[config.mk]
export PLATFORM = sky130hd
export DESIGN_NAME = bti_ctrl
export DESIGN_NICKNAME = d
export VERILOG_FILES = /design/src/hw/rtl/bti_pkg.sv /design/src/hw/rtl/bti_ctrl.sv
export SDC_FILE = /design/constraint.sdc
export NUM_CORES = 1
export LEC_CHECK = 0
export BUFFER_PORTS_ARGS = -buffer_cell sky130_fd_sc_hd__buf_2
export CAP_MARGIN = 20
export CORE_UTILIZATION = 47
export CTS_CLUSTER_SIZE = 40
export DETAILED_ROUTE_END_ITERATION = 7
export MAX_ROUTING_LAYER = met4
export PLACE_DENSITY = 0.75
export SETUP_SLACK_MARGIN = 0.15
export SLEW_MARGIN = 0
export SYNTH_ARGS = -nofsm -noshare
export SYNTH_HDL_FRONTEND = slang
export SYNTH_SLANG_ARGS = --single-unit
[constraint.sdc]
create_clock -name i_clk -period 1.9 [get_ports i_clk]
set_clock_uncertainty 0.05 [all_clocks]
set_input_delay 0 -clock i_clk [delete_from_list [all_inputs] [get_ports i_clk]]
set_output_delay 0 -clock i_clk [all_outputs]
set_load 0.02 [all_outputs]
[src/hw/rtl/bti_pkg.sv]
`default_nettype none
// ----------------------------------------------------------------------------
// bti_pkg
// Shared types and constants of the bilinear table interpolator: payload
// structs, function codes, and the command/status bundle between the
// controller and the datapath.
// ----------------------------------------------------------------------------
package bti_pkg;

    localparam int COORD_W     = 48;  // grid and query coordinate width
    localparam int VAL_W       = 32;  // Q16.16 table value width
    localparam int D_IDX_W     = 7;
    localparam int T_IDX_W     = 7;
    localparam int MAX_D       = 128;
    localparam int MAX_T       = 128;
    localparam int PTS_W       = 8;
    localparam int CFG_DATA_W  = 8;
    localparam int CFG_IDX_W   = 1;
    localparam int TAB_ADDR_W  = D_IDX_W + T_IDX_W;

    localparam logic [PTS_W-1:0] D_PTS_RESET = 8'd99;
    localparam logic [PTS_W-1:0] T_PTS_RESET = 8'd92;

    // lerp unit: magnitude x coordinate, multiplied in chunks, divided bit-serially
    localparam int MAG_W      = VAL_W + 1;
    localparam int MUL_CHUNK  = 16;
    localparam int MUL_STEPS  = COORD_W / MUL_CHUNK;
    localparam int PROD_W     = MAG_W + COORD_W;
    localparam int QUOT_W     = MAG_W;
    localparam int DIV_STEPS  = QUOT_W;
    localparam int CNT_W      = 6;

    typedef enum logic [1:0] {
        FN_WR_DENSITY = 2'd0,
        FN_WR_TEMP    = 2'd1,
        FN_WR_TABLE   = 2'd2,
        FN_QUERY      = 2'd3
    } t_func;

    typedef enum logic [CFG_IDX_W-1:0] {
        CFG_DENSITY_POINTS = 1'b0,
        CFG_TEMP_POINTS    = 1'b1
    } t_cfg_idx;

    typedef struct packed {
        t_func                     func;
        logic [D_IDX_W-1:0]        density_index;
        logic [T_IDX_W-1:0]        temperature_index;
        logic [COORD_W-1:0]        grid_value;
        logic signed [VAL_W-1:0]   table_value;
        logic [COORD_W-1:0]        query_density;
        logic [COORD_W-1:0]        query_temperature;
    } t_in_item;

    typedef struct packed {
        logic signed [VAL_W-1:0]   result_value;
        logic                      density_low_clamped;
        logic                      density_high_clamped;
        logic                      temperature_low_clamped;
        logic                      temperature_high_clamped;
        logic                      grid_error;
    } t_out_item;

    // grid read address select
    typedef enum logic [2:0] {
        RS_FIRST, RS_LAST, RS_MID, RS_LO, RS_HI
    } t_rsel;

    // table read address select: {row t or t+1, column d or d+1}
    typedef enum logic [1:0] {
        TS_00, TS_01, TS_10, TS_11
    } t_tsel;

    // what to capture from read data this cycle
    typedef enum logic [2:0] {
        CAP_NONE, CAP_FIRST, CAP_LAST, CAP_BIS, CAP_LOW, CAP_HIGH, CAP_T10, CAP_T11
    } t_cap;

    typedef enum logic [2:0] {
        LOP_NONE, LOP_LOAD, LOP_CHECK, LOP_PREP, LOP_MUL, LOP_DINIT, LOP_DIV, LOP_END
    } t_lop;

    typedef enum logic [1:0] {
        LS_ROW0, LS_ROW1, LS_TEMP
    } t_lsel;

    typedef struct packed {
        logic   write_item;
        logic   load_query;
        t_rsel  rsel;
        t_tsel  tsel;
        t_cap   cap;
        logic   fix_low;
        logic   fix_high;
        t_lop   lop;
        t_lsel  lsel;
        logic   out_en;
    } t_cmd;

    typedef struct packed {
        logic   bis_done;
    } t_status;

endpackage
`default_nettype wire

[src/hw/rtl/bti_ctrl.sv]
`default_nettype none
// ----------------------------------------------------------------------------
// bti_ctrl
// Item sequencer: write strobes; for queries edge reads, bisection loop, bracket
// fix-up and reads, then three interpolation passes through the shared lerp unit.
// ----------------------------------------------------------------------------
module bti_ctrl (
    input  wire logic            i_clk,
    input  wire logic            i_rst_n,
    input  wire logic            i_start,
    input  wire bti_pkg::t_func  i_func,
    input  wire bti_pkg::t_status i_status,
    output bti_pkg::t_cmd        o_cmd,
    output logic                 o_busy,
    output logic                 o_done
);
    import bti_pkg::*;

    typedef enum logic [4:0] {
        S_IDLE, S_FIRST, S_LAST, S_BWAIT, S_BADDR, S_BCMP, S_FIX_LOW, S_FIX_HIGH,
        S_RD0, S_RD1, S_RD2, S_RD3, S_RD4,
        S_LOAD, S_CHECK, S_PREP, S_MUL, S_DINIT, S_DIV, S_END, S_OUT
    } t_state;

    t_state           r_state;
    logic [CNT_W-1:0] r_cnt;
    t_lsel            r_lsel;
    logic             r_done;

    always_ff @(posedge i_clk) begin
        if (!i_rst_n) begin
            r_state <= S_IDLE;
            r_cnt   <= '0;
            r_lsel  <= LS_ROW0;
            r_done  <= 1'b0;
        end else begin
            r_done <= 1'b0;
            unique case (r_state)
                S_IDLE: begin
                    if (i_start && i_func == FN_QUERY) r_state <= S_FIRST;
                end
                S_FIRST:   r_state <= S_LAST;
                S_LAST:    r_state <= S_BWAIT;
                S_BWAIT:   r_state <= S_BADDR;
                S_BADDR: begin
                    if (i_status.bis_done) r_state <= S_FIX_LOW;
                    else                   r_state <= S_BCMP;
                end
                S_BCMP:     r_state <= S_BADDR;
                S_FIX_LOW:  r_state <= S_FIX_HIGH;
                S_FIX_HIGH: r_state <= S_RD0;
                S_RD0:      r_state <= S_RD1;
                S_RD1:      r_state <= S_RD2;
                S_RD2:      r_state <= S_RD3;
                S_RD3:      r_state <= S_RD4;
                S_RD4: begin
                    r_lsel  <= LS_ROW0;
                    r_state <= S_LOAD;
                end
                S_LOAD:  r_state <= S_CHECK;
                S_CHECK: r_state <= S_PREP;
                S_PREP: begin
                    r_cnt   <= '0;
                    r_state <= S_MUL;
                end
                S_MUL: begin
                    if (r_cnt == CNT_W'(MUL_STEPS - 1)) begin
                        r_cnt   <= '0;
                        r_state <= S_DINIT;
                    end else begin
                        r_cnt <= r_cnt + 1'b1;
                    end
                end
                S_DINIT: r_state <= S_DIV;
                S_DIV: begin
                    if (r_cnt == CNT_W'(DIV_STEPS - 1)) begin
                        r_cnt   <= '0;
                        r_state <= S_END;
                    end else begin
                        r_cnt <= r_cnt + 1'b1;
                    end
                end
                S_END: begin
                    unique case (r_lsel)
                        LS_ROW0: begin
                            r_lsel  <= LS_ROW1;
                            r_state <= S_LOAD;
                        end
                        LS_ROW1: begin
                            r_lsel  <= LS_TEMP;
                            r_state <= S_LOAD;
                        end
                        default: r_state <= S_OUT;
                    endcase
                end
                S_OUT: begin
                    r_done  <= 1'b1;
                    r_state <= S_IDLE;
                end
                default: r_state <= S_IDLE;
            endcase
        end
    end

    always_comb begin
        o_cmd            = '0;
        o_cmd.rsel       = RS_FIRST;
        o_cmd.tsel       = TS_00;
        o_cmd.cap        = CAP_NONE;
        o_cmd.lop        = LOP_NONE;
        o_cmd.lsel       = r_lsel;
        unique case (r_state)
            S_IDLE: begin
                o_cmd.write_item = i_start && (i_func != FN_QUERY);
                o_cmd.load_query = i_start && (i_func == FN_QUERY);
            end
            S_FIRST:    o_cmd.rsel = RS_FIRST;
            S_LAST: begin
                o_cmd.rsel = RS_LAST;
                o_cmd.cap  = CAP_FIRST;
            end
            S_BWAIT:    o_cmd.cap = CAP_LAST;
            S_BADDR:    o_cmd.rsel = RS_MID;
            S_BCMP:     o_cmd.cap = CAP_BIS;
            S_FIX_LOW:  o_cmd.fix_low = 1'b1;
            S_FIX_HIGH: o_cmd.fix_high = 1'b1;
            S_RD0: begin
                o_cmd.rsel = RS_LO;
                o_cmd.tsel = TS_00;
            end
            S_RD1: begin
                o_cmd.cap  = CAP_LOW;
                o_cmd.rsel = RS_HI;
                o_cmd.tsel = TS_01;
            end
            S_RD2: begin
                o_cmd.cap  = CAP_HIGH;
                o_cmd.tsel = TS_10;
            end
            S_RD3: begin
                o_cmd.cap  = CAP_T10;
                o_cmd.tsel = TS_11;
            end
            S_RD4:   o_cmd.cap = CAP_T11;
            S_LOAD:  o_cmd.lop = LOP_LOAD;
            S_CHECK: o_cmd.lop = LOP_CHECK;
            S_PREP:  o_cmd.lop = LOP_PREP;
            S_MUL:   o_cmd.lop = LOP_MUL;
            S_DINIT: o_cmd.lop = LOP_DINIT;
            S_DIV:   o_cmd.lop = LOP_DIV;
            S_END:   o_cmd.lop = LOP_END;
            S_OUT:   o_cmd.out_en = 1'b1;
            default: o_cmd.out_en = 1'b0;
        endcase
    end

    assign o_busy = (r_state != S_IDLE);
    assign o_done = r_done;

endmodule
`default_nettype wire

Yosys cells after proc, flatten, opt, wreduce, memory -nomap -nowiden
Index checks and enable logic that the tools add are counted.
- word-level logic and storage cells: 64
- output and inout bits: 20
- register bits after elaboration: 14
- eq/ne operators: 29
- reduce and logical (&&, ||, !) cells: 11
- mux-type cells: 19
- add/sub/neg operators: 1
- operators by type and width (operator ; count):
    $pmux W5 S19 ; 1
    $pmux W3 S7 ; 2
    $eq A5 B4 Y1 const B ; 8
    $eq A5 B5 Y1 const B ; 5
    $eq A5 B3 Y1 const B ; 4
    $mux W5 ; 4
    $pmux W6 S3 ; 1
    $mux W6 ; 2
    $pmux W3 S4 ; 1
    $eq A5 B2 Y1 const B ; 2
    $ne A2 B2 Y1 const B ; 4
    $pmux W2 S2 ; 2
    $add A6 B1 Y6 const B ; 1
    $eq A6 B2 Y1 const B ; 1
    $eq A6 B6 Y1 const B ; 1
    $pmux W2 S3 ; 1
    $eq A5 B1 Y1 const B ; 1
    $logic_not A5 Y1 ; 1
    $reduce_bool A5 Y1 ; 1
    $mux W2 ; 2
    $reduce_or A2 Y1 ; 2
    $mux W1 ; 3
    $ne A3 B1 Y1 const B ; 1
    $reduce_and A3 Y1 ; 1
    7 further kinds ; 8

Depth between registers and ports, before layout
- word-level depth: 4
- gate-level depth with buffers: 7

Worst setup path before layout
No wires, ideal clock.
- path type: reg-to-reg
- from: register r_cnt[0]
- to: register r_state[0]
- cell stages (with the launch flop): 7
- arrival: 1.637 ns
- path buffers: 0
- library setup time: 0.103 ns
- setup slack: 0.109 ns
- cells stage by stage: dfxtp_1 -> inv_1 -> ha_1 -> or3b_4 -> a2111oi_4 -> nor3_1 -> a2111oi_2
- cells in the longest elaborated chain, start to end: 3
- elaborated cells between the ends (all ways): 5
- RTL lines (item ; RTL line ; source):
    from (decl) ; bti_ctrl.sv:26 ; logic [CNT_W-1:0] r_cnt;
    from (signal assigned) ; bti_ctrl.sv:71 ; r_cnt <= r_cnt + 1'b1;
    from (signal assigned) ; bti_ctrl.sv:80 ; r_cnt <= r_cnt + 1'b1;
    $eq A6 B6 Y1 / $eq A6 B2 Y1 (equally long branches) ; bti_ctrl.sv:76, bti_ctrl.sv:67 ;
    $ne A2 B2 Y1 (no line) ; n/a ;
    $reduce_and A3 Y1 (no line) * ; n/a ;
    to (signal assigned) ; bti_ctrl.sv:74 ; S_DINIT: r_state <= S_DIV;
    to (signal assigned) ; bti_ctrl.sv:78 ; r_state <= S_END;
    to (signal assigned) ; bti_ctrl.sv:87 ; r_state <= S_LOAD;
    to (decl) ; bti_ctrl.sv:25 ; t_state r_state;
Every way passes the cells marked *; elsewhere a longest branch is shown, timed or not.
A chain may end at the register's enable or synchronous reset.

Final worst setup path
- from: register r_cnt[0]
- to: register r_cnt[3]
- cells in the longest elaborated chain, start to end: 3
- elaborated cells between the ends (all ways): 6
- RTL lines (item ; RTL line ; source):
    $add A6 B1 Y6, or another cell as far along ; bti_ctrl.sv:71, bti_ctrl.sv:80 ;
    $mux W6, on equally long branches ; bti_ctrl.sv:76, bti_ctrl.sv:67 ;
    $pmux W6 S3 * ; bti_ctrl.sv:38 ; unique case (r_state)
Marked as above.

==> flow_summary.ini <==
[outcome]
run_status = complete, no violations

[setup_path]
cp-endpoint = r_cnt[3]
max_stage_delay_ns = 0.39
worst-path-max-fanout = 4
crit_chain = inv_2 -> ha_4 -> or3b_4 -> a2111oi_4 -> nand3b_1 -> o31ai_1
crit_path_end_kind = flip-flop
rrSetupSlack_ns = 0.14
crit-reg2reg-launch = r_cnt[0]
cp-startpoint = r_cnt[0]
path_class = flip-flop to flip-flop
cp_slowest_cell = or3b_4
start_kind = flip-flop
arrival_ns = 1.91
reg2reg_depth = 6
regToRegEndpoint = r_cnt[3]
cp_data_required_time_ns = 2.04

[grt]
grt_first_pass_wirelength_mm = 4.51
antenna_found_initial = 0
grt-ovfl-total = 0
grt_max_degree = 24
grt_pass1_vias = 980
global_route.usage.total_pct = 25.7

[placement]
portBuffers = 25
place_hpwl_mm = 1.83
globalplace.congestion = 0.878
dpl-instance-area_mm2 = 0.00122

[floorplan]
dieArea_mm2 = 0.00237
io_pins = 26
die_y_um = 48.7
core_area_mm2 = 0.00200
start_util_pct = 51.1
rows = 16
die_w_um = 48.7

[clocking]
clk_latency_ns = 0.30
cts_made_buffers = 3
cts_tree = built
clk_pin_slew_ns = 0.09
clock-sinks = 14
clockBufferDepth = 2
root_buffer = clkbuf_4
htreeDepth = 1

[cells_and_area]
fin_nets = 175
multiInputGateArea_um2 = 732
drive_above_1_share_pct = 34.5
regArea_um2 = 285
n_antenna_cell = 0
final_cell_area_mm2 = 0.00133
fin_util_pct = 66.3
area_delta_synth_final_pct = 29.7
n_fill_cell = 179

[yosys]
synth_area_leaders = dfxtp_1 (27%), nand2_1 (5.5%), a21oi_1 (3.9%)
syn_avg_cell_area_um2 = 7.75
synth_fp_nets = 141
synthesis.instances = 132
ys_warn_count = 0
synth.distinct_cells = 41
seq_area_frac_synth_pct = 27.4
yosysTopAreaCell = dfxtp_1
synth_top_area_share_pct = 27.4
synth-seq-cells = 14
synth_area_mm2 = 0.00102

[sta]
whs_ns = 0.114
layout_min_cycle_time_ns = 1.76
setup_tns_ns = 0
drv_slew = 0
worstMarginPinSlew_ns = 0.525
relSlewSlack_pct = 65.0
rsz0062_at_grt = true
fmax_mhz = 568
setup_viol = 0
finalHoldViolCount = 0
fin_crit_sh_pct = 92.7

[hold_path]
holdCritPathClass = primary input to flip-flop
hold_depth = 4

[routing]
avgViaCountPerCell = 5.79
initialDrtViolationCount = 47
postRouteAntennaNets = 0
wl_per_cell_um = 14.3
firstDrtPassIters = 5
finalWirelength_mm = 2.75
drcViolationCount = 0
vias = 1112

[power_and_ir_drop]
ir_drop_mv = 0.804
p_int_mw = 0.702
pwr-share-comb_pct = 50.0
seqPwrFrac_pct = 30.5
clock_power_share_pct = 19.5
power_density_mw_per_mm2 = 907
p_leak_nw = 0.579
switchingPower_mw = 0.502
swShare_pct = 41.7

[flow_run]
cap_violations = 0
## synthesized netlist by cell type (all sizes together)
master,instances
o21ai,5
nand3b,3
nor3,5
nor4,2
a2111oi,2
xnor2,3
a32o,1
a21oi,8
nand2,15
ha,3
and4b,1
o311ai,1
nor2,10
or3b,1
o31ai,1
and3,3
dfxtp,14
o21a,4
a311oi,1
a211oi,1
o21bai,1
or4,1
nand3,7
and2,4
nand4b,3
nor4b,2
clkbuf,7
a211o,1
nand2b,6
o22a,1
xor2,2
buf,2
o21ba,1
and4,1
a21boi,1
nor3b,1
nor2b,2
o32a,1
inv,4
## power groups by stage
stage / sequential [mW] / clock [mW] / combinational [mW]
3_3_place_gp: 0.366 / 0 / 0.564
5_1_grt: 0.370 / 0.244 / 0.652
4_1_cts: 0.360 / 0.234 / 0.585
2_1_floorplan: 0.346 / 0 / 0.426
6_report: 0.367 / 0.235 / 0.601
3_5_place_dp: 0.366 / 0 / 0.577
## repair_timing
| action | 4_1_cts | 5_1_grt |
|---|---|---|
| pin swaps | 8 | 3 |
| hold buffers | 1 | 0 |
| buffers inserted | 3 | 0 |
| setup endpoints to repair | 6 | 11 |
| hold endpoints to repair | 3 | 0 |
| gates resized for setup | 9 | 5 |
## layout make-up
cell class / count / share of cell area, %
tap: 27 / 2.54
inverter: 4 / 1.13
clock buffer: 4 / 2.73
multi-input combinational: 105 / 55.1
sequential: 14 / 21.5
timing repair buffer: 38 / 17.0
## logic make-up after synthesis
group,Yosys count,synth area share (%)
buffers and inverters,13,5.01
XOR/XNOR,5,4.28
flip-flops,14,27.4
AO/OA/AOI/OAI,30,22.7
AND/OR/NAND/NOR,67,36.9
adder cells (fa/ha/maj),3,3.67
## worst min-delay path by stage
stage | startpoint | to | slack (ns)
finish | i_start | r_state[0] | 0.11
global placement | i_func[1] | o_cmd[17] | 0.23
global route | i_start | r_state[0] | 0.14
floorplan | i_func[1] | o_cmd[17] | 0.08
CTS | i_start | r_state[0] | 0.12
detailed placement | i_func[1] | o_cmd[17] | 0.24
## registers in the layout, indices dropped and copies added (netlist names)
signal,count
r_state,5
o_done,1
r_cnt,6
r_lsel,2
## metrics by stage
step           power, mW  cells  worst slack (ns)
6_report            1.20    192             0.138
5_1_grt             1.27    192            0.0722
4_1_cts             1.18    192             0.149
3_5_place_dp       0.943    184            0.0674
3_3_place_gp       0.930    184             0.139
2_1_floorplan      0.772    132             0.168
## routing by layer
| layer | track usage [%] | vias up | part of all wire [%] |
|---|---|---|---|
| met5 | - | - | 0 |
| met4 | 11.3 | 0 | 2.0 |
| met3 | 3.77 | 5 | 6.2 |
| met2 | 38.2 | 47 | 49 |
| met1 | 34.4 | 520 | 43 |
| li1 | - | 540 | - |
## worst max-delay path: cells and delay by family (launching register included)
kind / cells / cell delay, ns
and+or+nand+nor: 2 / 0.63
AOI/OAI and AO/OA: 2 / 0.45
DFF: 1 / 0.33
buffers and inverters: 1 / 0.07
adders and majority gates: 1 / 0.12
## layout by cell type (no fill, tap or decap), drive strengths merged, types with 2 or more instances in the layout
master,count
nand2,15
nor4,2
nor3,5
and3,3
inv,4
nand2b,6
dfxtp,14
xnor2,3
a2111oi,2
nand3,7
xor2,2
nand3b,3
nand4b,3
and2,4
o21a,4
nor2,10
clkbuf,4
buf,37
nor2b,2
nor4b,2
ha,3
o21ai,5
a21oi,8
Note: power is estimated with default switching activity, not from simulation.
